## src/sv/rwv_queue.sv

```systemverilog
// ----------------------------------------------------------------------------
// Job queue
// Two-entry queue that decouples the window update from the arithmetic.
// ----------------------------------------------------------------------------
module rwv_queue #(
  parameter int DATA_W = 8
) (
  input  logic              clk,
  input  logic              rst_n,
  input  logic              push_valid,
  output logic              push_ready,
  input  logic [DATA_W-1:0] push_data,
  output logic              pop_valid,
  input  logic              pop_ready,
  output logic [DATA_W-1:0] pop_data
);

  logic [DATA_W-1:0] slot_r [2];
  logic              wr_ptr_r, wr_ptr_nxt;
  logic              rd_ptr_r, rd_ptr_nxt;
  logic [1:0]        count_r, count_nxt;
  logic              do_push, do_pop;

  assign push_ready = (count_r != 2'd2);
  assign pop_valid  = (count_r != 2'd0);
  assign pop_data   = slot_r[rd_ptr_r];
  assign do_push    = push_valid && push_ready;
  assign do_pop     = pop_valid && pop_ready;

  always_comb begin
    wr_ptr_nxt = do_push ? ~wr_ptr_r : wr_ptr_r;
    rd_ptr_nxt = do_pop ? ~rd_ptr_r : rd_ptr_r;
    count_nxt  = count_r;
    if (do_push && !do_pop) begin
      count_nxt = count_r + 2'd1;
    end else if (do_pop && !do_push) begin
      count_nxt = count_r - 2'd1;
    end
  end

  always_ff @(posedge clk) begin
    if (!rst_n) begin
      wr_ptr_r <= 1'b0;
      rd_ptr_r <= 1'b0;
      count_r  <= 2'd0;
    end else begin
      wr_ptr_r <= wr_ptr_nxt;
      rd_ptr_r <= rd_ptr_nxt;
      count_r  <= count_nxt;
    end
  end

  always_ff @(posedge clk) begin
    if (do_push) begin
      slot_r[wr_ptr_r] <= push_data;
    end
  end

endmodule

```

## config.mk

```make
export PLATFORM = sky130hd
export DESIGN_NAME = rwv_queue
export DESIGN_NICKNAME = d
export VERILOG_FILES = /design/src/sv/rwv_queue.sv
export SDC_FILE = /design/constraint.sdc
export NUM_CORES = 1
export LEC_CHECK = 0
export ABC_AREA = 0
export BUFFER_PORTS_ARGS = -buffer_cell sky130_fd_sc_hd__clkbuf_2
export CAP_MARGIN = 0
export CORE_MARGIN = 2
export CORE_UTILIZATION = 34
export CTS_CLUSTER_SIZE = 24
export DETAILED_ROUTE_END_ITERATION = 8
export SYNTH_ARGS = -nofsm -noshare
export SYNTH_HDL_FRONTEND = slang
export SYNTH_SLANG_ARGS = --single-unit
```

## constraint.sdc

```tcl
create_clock -name clk -period 4.59 [get_ports clk]
set_input_delay 0.918 -clock clk [delete_from_list [all_inputs] [get_ports clk]]
set_output_delay 0.918 -clock clk [all_outputs]
set_load 0.05 [all_outputs]
```

==> impl_metrics.json <==
{
  "cts_setup_buffers": 0,
  "drive_gt1_frac": 0.473,
  "clkLatencyLatePin_ns": 0.29,
  "clockBufferDepth": 2,
  "r2r_start": "count_r[0]",
  "min_from": "rd_ptr_r",
  "seq_area_frac_synth": 0.717,
  "overflow": 0,
  "fmax_mhz": 421,
  "timing.rr.end": "count_r[1]",
  "worstHoldPathType": "reg2reg",
  "syn-cell-area_um2": 810,
  "first_global_vias": 473,
  "hold_buffers": 0,
  "p_leak_nw": 0.392,
  "tns_ns": 0,
  "post-dp-hpwl_um": 895,
  "cp_max_fo": 8,
  "setup_viol": 0,
  "wire_per_inst_um": 11.7,
  "irDropWorstVdd_uv": 321,
  "cts_buffers": 3,
  "ant_nets": 0,
  "dieWidth_um": 52.8,
  "core_um2": 2230,
  "fin_area_um2": 971,
  "fin_skew_ns": 0.000842,
  "avgSynthCellArea_um2": 16.2,
  "fp.dieH_um": 52.8,
  "routed_wl_um": 1190,
  "dpl-instance-area_um2": 945,
  "rows": 17,
  "vias": 465,
  "rsz0062_at_grt": "no",
  "cts_root_buf": "clkbuf_4",
  "multi_input_area_um2": 216,
  "arrival_ns": 1.46,
  "grt_pass1_wl_um": 1960,
  "clk_pin_slew_worst_paths_ns": 0.10,
  "finalMaxSlewViolations": 0,
  "endpoint_kind": "output pin",
  "register_area_um2": 581,
  "post_cts_resized": 0,
  "tightest_slew_ns": 0.371,
  "whs_path_depth": 2,
  "status": "finished clean",
  "cts_tree": "yes",
  "dieArea_um2": 2790,
  "syn-num-nets": 63,
  "nFillCells": 226,
  "n_antenna_cell": 0,
  "max_slew_margin": 0.753,
  "drv_cap": 0,
  "viasPerCell": 4.56,
  "yosys.area_share.adder": 0.0155,
  "area_growth_pct": 19.9,
  "synth_cell_types": 17,
  "synthSimpleGateAreaFrac": 0.0711,
  "startpoint_type": "flop",
  "critical_path_class": "reg2out",
  "drtIter0Drc": 6,
  "antenna_found_initial": 0,
  "synth-compound-area-share": 0.0371,
  "ys.warnings.count": 0,
  "final.period_utilization": 0.517,
  "final_cell_mix": "clkbuf_2 (21), edfxtp_1 (16), mux2_2 (8), dfxtp_1 (5)",
  "synthMuxAreaShare": 0.111,
  "numPortBuffers": 21,
  "syn-instance-count": 50,
  "clock_sinks": 21,
  "route.detailed.drc": 0,
  "fin_nets": 88,
  "grt_max_degree": 12,
  "start_util": 0.362,
  "power_per_cell_area_nw_per_um2": 612,
  "post_synth_xor_area_fraction": 0.0325,
  "gp_congestion": 0.660,
  "ctsHtreeMaxLevel": 1,
  "period_needed_ns": 2.37,
  "ys_seq_elements": 21,
  "synth_top_family_by_area": "multiplexers",
  "r2r_cells": 5,
  "finalPower_uw": 594,
  "drt_pass1_iterations": 3,
  "finalHoldViolations": 0,
  "final_common_cell": "clkbuf_2",
  "pin_count": 22,
  "r2r_slack_ns": 2.98,
  "worstPathRequired_ns": 3.67,
  "grtUsageTotal": 0.0991
}
-- logic make-up (layout without fill, tap and decap cells) --
group,after synthesis,after routing
multiplexers,8,8
flip-flops,21,21
AO/OA/AOI/OAI,5,5
buffers and inverters,3,27
AND/OR/NAND/NOR,9,9
adder cells (fa/ha/maj),1,1
XOR/XNOR,3,3
-- critical path, cell delays in order (launching register included) --
cell	delay (ns)
dfxtp_1	0.54
mux2_2	0.39
clkbuf_2	0.24
-- metal layers --
metal / track usage / vias to the layer above / wire [um]
li1: - / 230 / -
met1: 0.0984 / 221 / 484
met2: 0.181 / 14 / 627
met3: 0.0400 / 0 / 81
met4: 0.0385 / 0 / 0
met5: 0 / - / 0
-- metrics by stage --
stage	cells	setup WS, ns	hold slack (ns)	util
6_report	102	2.22	0.516	0.435
4_1_cts	102	2.18	0.518	0.435
3_5_place_dp	98	2.49	0.489	0.423
5_1_grt	102	2.13	0.538	0.435
3_3_place_gp	98	2.52	0.485	0.423
2_1_floorplan	50	2.69	0.472	-
-- registers in the layout, indices dropped and copies added, names as in the netlist, named ones only --
signal / cells
rd_ptr_r: 1
wr_ptr_r: 1
count_r: 2
slot_r: 16
-- cell usage after synthesis, drive strengths merged --
cell type | number | area (um2)
dfxtp | 5 | 100
inv | 2 | 7.51
nand2b | 1 | 13.8
nor2 | 3 | 11.3
ha | 1 | 12.5
buf | 1 | 5.00
edfxtp | 16 | 480
xor2 | 3 | 26.3
and2 | 1 | 6.26
and3 | 1 | 6.26
a21bo | 1 | 10.0
nand3b | 1 | 7.51
or2 | 1 | 6.26
mux2 | 8 | 90.1
o21ai | 2 | 10.0
a21oi | 2 | 10.0
or3 | 1 | 6.26
-- power breakdown --
| part | switching [mW] | internal [mW] | leakage (nW) |
|---|---|---|---|
| Combinational | 0.166 | 0.0789 | 0.187 |
| Clock | 0.0492 | 0.0337 | 0.0150 |
| Sequential | 0.0251 | 0.241 | 0.191 |
-- worst max-delay path by stage --
stage                     from          end  cells after the start
global placement          flop  pop_data[5]                      2
detailed placement  push_valid   count_r[1]                      5
floorplan           push_valid   count_r[1]                      4
CTS                       flop  pop_data[5]                      2
global route              flop  pop_data[5]                      2
finish                    flop  pop_data[5]                      2
-- final cells by class --
class | instances | share of cell area
inverters | 2 | 0.00773
clock buffers | 4 | 0.0271
multi-input cells | 26 | 0.223
repair buffers | 21 | 0.108
well taps | 28 | 0.0361
flip-flops and latches | 21 | 0.598
No activity file was read; power rests on OpenSTA's default activity.
