## config.mk

```make
export PLATFORM = sky130hd
export DESIGN_NAME = rwv_front
export DESIGN_NICKNAME = d
export VERILOG_FILES = /design/src/sv/rwv_pkg.sv /design/src/sv/rwv_front.sv
export SDC_FILE = /design/constraint.sdc
export NUM_CORES = 2
export LEC_CHECK = 0
export ABC_AREA = 1
export BUFFER_PORTS_ARGS = -buffer_cell sky130_fd_sc_hd__buf_2
export CORE_MARGIN = 5
export CORE_UTILIZATION = 59
export DETAILED_ROUTE_END_ITERATION = 10
export PLACE_DENSITY_LB_ADDON = 0.12
export SYNTH_ARGS = -nofsm -noshare
export SYNTH_HDL_FRONTEND = slang
export SYNTH_SLANG_ARGS = --single-unit
```

## constraint.sdc

```tcl
create_clock -name clk -period 9 [get_ports clk]
set_input_delay 1.8 -clock clk [delete_from_list [all_inputs] [get_ports clk]]
set_output_delay 1.8 -clock clk [all_outputs]
set_load 0.005 [all_outputs]
```

## src/sv/rwv_pkg.sv

```systemverilog
// ----------------------------------------------------------------------------
// Rolling window volatility package
// Constants, register codes and reset values shared by the volatility block.
// ----------------------------------------------------------------------------
package rwv_pkg;

  localparam int FRAC_BITS  = 20;
  localparam int OUT_W      = 32;
  localparam int SCALE_W    = 32;
  localparam int WLEN_W     = 7;
  localparam int CFG_IDX_W  = 4;
  localparam int CFG_DATA_W = 32;

  typedef enum logic [CFG_IDX_W-1:0] {
    REG_WINDOW_LENGTH = 4'd0,
    REG_ANNUAL_SCALE  = 4'd1
  } cfg_reg_t;

  localparam logic [WLEN_W-1:0]  WLEN_RESET  = 7'd21;
  localparam logic [SCALE_W-1:0] SCALE_RESET = 32'd16645628;

endpackage

```

## src/sv/rwv_front.sv

```systemverilog
// ----------------------------------------------------------------------------
// Window front end
// Accepts returns, keeps the sample ring and the running sum and sum of
// squares, and issues one job per sample once the window is full.
// ----------------------------------------------------------------------------
module rwv_front #(
  parameter int MAX_WINDOW  = 64,
  parameter int SAMPLE_BITS = 24
) (
  input  logic                                         clk,
  input  logic                                         rst_n,
  input  logic                                         in_valid,
  output logic                                         in_ready,
  input  logic signed [SAMPLE_BITS-1:0]                in_sample,
  input  logic                                         in_start,
  input  logic [rwv_pkg::WLEN_W-1:0]                   window_length,
  input  logic                                         hist_clear,
  output logic                                         job_valid,
  input  logic                                         job_ready,
  output logic signed [SAMPLE_BITS+$clog2(MAX_WINDOW)-1:0] job_sum,
  output logic [2*SAMPLE_BITS-2+$clog2(MAX_WINDOW):0]  job_sq,
  output logic [$clog2(MAX_WINDOW+1)-1:0]              job_w
);

  import rwv_pkg::*;

  localparam int PTR_W = $clog2(MAX_WINDOW);
  localparam int W_W   = $clog2(MAX_WINDOW + 1);
  localparam int SUM_W = SAMPLE_BITS + PTR_W;
  localparam int SQ_W  = 2 * SAMPLE_BITS - 1 + PTR_W;

  typedef enum logic [3:0] {
    F_IDLE = 4'b0001,
    F_READ = 4'b0010,
    F_UPD  = 4'b0100,
    F_PUSH = 4'b1000
  } fstate_t;

  fstate_t                   state_r, state_nxt;
  logic signed [SAMPLE_BITS-1:0] x_r, x_nxt;
  logic [2*SAMPLE_BITS-1:0]  x_sq_r, x_sq_nxt;
  logic signed [SAMPLE_BITS-1:0] old_r;
  logic [PTR_W-1:0]          wp_r, wp_nxt;
  logic [W_W-1:0]            fill_r, fill_nxt;
  logic signed [SUM_W-1:0]   sum_r, sum_nxt;
  logic [SQ_W-1:0]           sq_r, sq_nxt;

  logic signed [SAMPLE_BITS-1:0] ring_mem [MAX_WINDOW];

  logic [31:0]               wl_ext;
  logic [W_W-1:0]            w_eff;
  logic [PTR_W:0]            idx_sum;
  logic [PTR_W-1:0]          rd_idx;
  logic                      has_old;
  logic [2*SAMPLE_BITS-1:0]  old_sq;
  logic signed [SUM_W-1:0]   old_ext;
  logic [SQ_W-1:0]           old_sq_ext;
  logic                      mem_we;

  assign wl_ext = 32'(window_length);

  always_comb begin
    if (wl_ext < 32'd2) begin
      w_eff = W_W'(2);
    end else if (wl_ext > 32'(MAX_WINDOW)) begin
      w_eff = W_W'(MAX_WINDOW);
    end else begin
      w_eff = W_W'(wl_ext);
    end
  end

  assign idx_sum = {1'b0, wp_r} + (PTR_W+1)'(MAX_WINDOW) - (PTR_W+1)'(w_eff);
  assign rd_idx  = (idx_sum >= (PTR_W+1)'(MAX_WINDOW)) ?
                   PTR_W'(idx_sum - (PTR_W+1)'(MAX_WINDOW)) : idx_sum[PTR_W-1:0];

  assign has_old    = (fill_r >= w_eff);
  assign old_sq     = old_r * old_r;
  assign old_ext    = has_old ? SUM_W'(old_r) : SUM_W'(0);
  assign old_sq_ext = has_old ? SQ_W'(old_sq) : SQ_W'(0);
  assign mem_we     = (state_r == F_UPD);

  assign in_ready  = (state_r == F_IDLE);
  assign job_valid = (state_r == F_PUSH);
  assign job_sum   = sum_r;
  assign job_sq    = sq_r;
  assign job_w     = w_eff;

  always_comb begin
    state_nxt = state_r;
    x_nxt     = x_r;
    x_sq_nxt  = x_sq_r;
    wp_nxt    = wp_r;
    fill_nxt  = fill_r;
    sum_nxt   = sum_r;
    sq_nxt    = sq_r;
    case (state_r)
      F_IDLE: begin
        if (hist_clear || (in_valid && in_start)) begin
          wp_nxt   = '0;
          fill_nxt = '0;
          sum_nxt  = '0;
          sq_nxt   = '0;
        end
        if (in_valid) begin
          x_nxt     = in_sample;
          state_nxt = F_READ;
        end
      end
      F_READ: begin
        x_sq_nxt  = x_r * x_r;
        state_nxt = F_UPD;
      end
      F_UPD: begin
        sum_nxt  = sum_r + SUM_W'(x_r) - old_ext;
        sq_nxt   = sq_r + SQ_W'(x_sq_r) - old_sq_ext;
        wp_nxt   = (wp_r == PTR_W'(MAX_WINDOW - 1)) ? '0 : wp_r + 1'b1;
        fill_nxt = has_old ? fill_r : fill_r + 1'b1;
        if ((wl_ext >= 32'd2) && (fill_nxt >= w_eff)) begin
          state_nxt = F_PUSH;
        end else begin
          state_nxt = F_IDLE;
        end
      end
      F_PUSH: begin
        if (job_ready) begin
          state_nxt = F_IDLE;
        end
      end
      default: begin
        state_nxt = F_IDLE;
      end
    endcase
  end

  always_ff @(posedge clk) begin
    if (!rst_n) begin
      state_r <= F_IDLE;
      wp_r    <= '0;
      fill_r  <= '0;
      sum_r   <= '0;
      sq_r    <= '0;
    end else begin
      state_r <= state_nxt;
      wp_r    <= wp_nxt;
      fill_r  <= fill_nxt;
      sum_r   <= sum_nxt;
      sq_r    <= sq_nxt;
    end
  end

  always_ff @(posedge clk) begin
    x_r    <= x_nxt;
    x_sq_r <= x_sq_nxt;
    if (state_r == F_READ) begin
      old_r <= ring_mem[rd_idx];
    end
    if (mem_we) begin
      ring_mem[wp_r] <= x_r;
    end
  end

endmodule

```

==> results.yml <==
yosys:
  netlist_area_um2: 117000
  synth.largest_area_cell: "edfxtp_1"
  ys_types: 44
  synth_edf_count: 1631
  ys_async_sr_fraction_pct: 0
  yosysSeqAreaShare_pct: 43.7
  ys_seq_elements: 1731
  synthesis.nets: 13400
  synth_top_area_share_pct: 42.0
  netlist_instances: 11700
  yosysWarnings: 0
  synth.avg_cell_area_um2: 9.93
  synth_flop_cell: "edfxtp_1"
  yosys-top-cells-area: "edfxtp_1 (42%), fa_1 (20%), inv_1 (7.4%), nand2_1 (5.4%), nor2_1 (4.6%)"
placed_design:
  gp_congestion: 1.03
  io_buffer_count: 128
  dp.final_hpwl_um: 243000
routing:
  wl_per_cell_um: 23.7
  wirelength_um: 349000
  viasPerCell: 5.80
  ant_nets: 0
  dr.pass1.iters: 6
  drc_errors: 0
  drtIter0Drc: 9444
  vias: 85400
worst_setup_path:
  ff2ff_path_depth: 38
  worst_r2r_endpoint: "job_sq[20]"
  setup.worst_path.end: "job_sq[20]"
  cpMostUsedCell: "nand2_1"
  cp_slowest_cell: "fa_1"
  crit_fanout: 20
  worstPathRequired_ns: 9.71
  arrival_ns: 9.35
  endpoint_kind: "register"
  path_class: "register to register"
  max_stage_delay_ns: 0.53
  rrSetupSlack_ns: 0.37
  r2r_start: "old_r[6]"
  start_kind: "register"
  critPathLaunch: "old_r[6]"
layout:
  synthToLayoutAreaGrowth_pct: 10.2
  num-fill-cells: 15800
  final_cell_mix: "inv_1 (2293), nand2_1 (1663), edfxtp_1 (1631)"
  layout_commonest_cell: "inv_1"
  nets: 13500
  drive_gt1_share_pct: 8.58
global_routing:
  grt_pass1_wl_um: 525000
  grt.overflow.total: 0
  grt_max_degree: 237
  grt_pass1_vias: 85400
  antenna_found_initial: 6
  grt.total_usage_pct: 33.9
timing:
  whs_ns: 0.484
  fmax_mhz: 116
  tns_ns: 0
  slew_headroom_pct: 19.5
  timing.final.crit_share_pct: 95.9
  fin_skew_ns: 0.0652
  finalMaxSlewViolations: 0
  finalHoldViolCount: 0
  rsz0062_at_grt: "yes"
  fin_crit_ns: 8.63
  worstMarginPinSlew_ns: 1.21
  setup_viol: 0
hold_path:
  hold_path.class: "register to register"
  min_from: "job_sq[5]"
cts:
  tritoncts: "yes"
  ctsRootBufferMaster: "clkbuf_16"
  cts_buffers: 174
  clock_latency_ns: 0.86
  htreeDepth: 4
  clockBufferDepth: 3
  cts_hold_buf: 0
  clk_pin_slew_ns: 0.07
  clock_sinks: 1731
die:
  die_height_um: 455
  core_um2: 197000
  boundaryPins: 129
  rows: 163
  die_area_um2: 207000
  initial_core_util_pct: 59.2
  die_w_um: 455
run:
  max_cap_violations: 0
status:
  status: "complete, no violations"
## worst min path at each step
| stage | endpoint | slack, ns | cells after the start |
|---|---|---|---|
| after floorplan | wp_r[0] | 0.45 | 1 |
| final | job_sq[5] | 0.48 | 2 |
| after detailed placement | job_sq[10] | 0.47 | 2 |
| after global routing | job_sq[15] | 0.51 | 2 |
| after global placement | wp_r[0] | 0.46 | 1 |
| after CTS | job_sq[5] | 0.48 | 2 |
## flip-flops by register name, summed over array words and instances (netlist names)
| name | count |
|---|---|
| ring_mem | 1536 |
| job_sq | 53 |
| x_sq_r | 47 |
| job_sum | 30 |
| old_r | 24 |
| x_r | 24 |
| fill_r | 7 |
| wp_r | 6 |
| state_r | 4 |
## Yosys cell counts (2+ instances only)
master	count
o21a_1	13
o211ai_1	219
dfxtp_1	100
inv_1	2307
buf_6	2
clkbuf_1	357
o21bai_1	34
nor2_1	1444
and2_1	9
edfxtp_1	1631
nand3_1	385
ha_1	396
nor3_1	36
buf_2	69
nand4_1	45
nor4_1	5
xnor2_1	39
nand3b_1	6
a31oi_1	42
o221ai_1	169
inv_2	5
xor2_1	61
a31o_2	2
a21boi_0	8
buf_4	30
fa_1	1185
a21o_1	24
buf_1	41
nand2_1	1690
o21ai_0	836
o21ai_1	102
or2_2	22
and3_1	28
a21oi_1	388
## routing by layer
metal  vias to the layer above  global-route usage [%]  part of all wire, %
met2                      4001                    53.2                   46
met4                         2                    13.5                  4.6
met5                         -                       0               0.0031
li1                      38200                       -                    -
met1                     42500                    48.4                   40
met3                       676                    5.11                  9.1
## per-stage QoR
stage	instances	setup WS, ns	cell area (µm²)	utilization (%)
after floorplan	11700	0.428	117000	-
after global placement	14400	-0.126	122000	61.9
after detailed placement	14400	-0.155	122000	61.9
after CTS	14700	0.0305	128000	64.9
after global routing	14700	-0.0343	129000	65.2
final	14700	0.365	129000	65.2
## cells by family after synthesis
logic type	count (synthesis)	share of synthesized area, %
and+or+nand+nor	3674	12.6
buffers and inverters	2812	9.23
AOI/OAI and AO/OA	1841	9.15
DFF	1731	43.7
adders and majority gates	1581	24.6
xor gates and xnor gates	100	0.751
muxes	1	0.00858
## final cells by class
class	instances	area, µm²	share of cell area [%]
clock buffer	206	4520	3.51
sequential	1731	51000	39.7
multi-input combinational	7197	55700	43.4
clock inverter	115	1310	1.02
tap	2640	3300	2.57
inverter	2313	8700	6.77
antenna	4	10.0	0.00779
timing repair buffer	506	3970	3.09
## worst max-delay path, delay by kind of cell, from the launching register on
| family | cells | cell delay, ns |
|---|---|---|
| flip-flops | 1 | 0.41 |
| AND/OR/NAND/NOR | 12 | 1.74 |
| AO/OA/AOI/OAI | 6 | 0.90 |
| buffers and inverters | 10 | 0.99 |
| adder cells (fa/ha/maj) | 10 | 4.40 |
## what timing repair did
item	4_1_cts	5_1_grt
buffers inserted	0	6
hold endpoints to repair	0	0
resized for setup	6	195
pin swaps	0	18
setup endpoints to repair	9	32
Power is left out: the tool's default activity adds up to more than one toggle a clock period on the data nets, which glitch-free logic cannot reach.
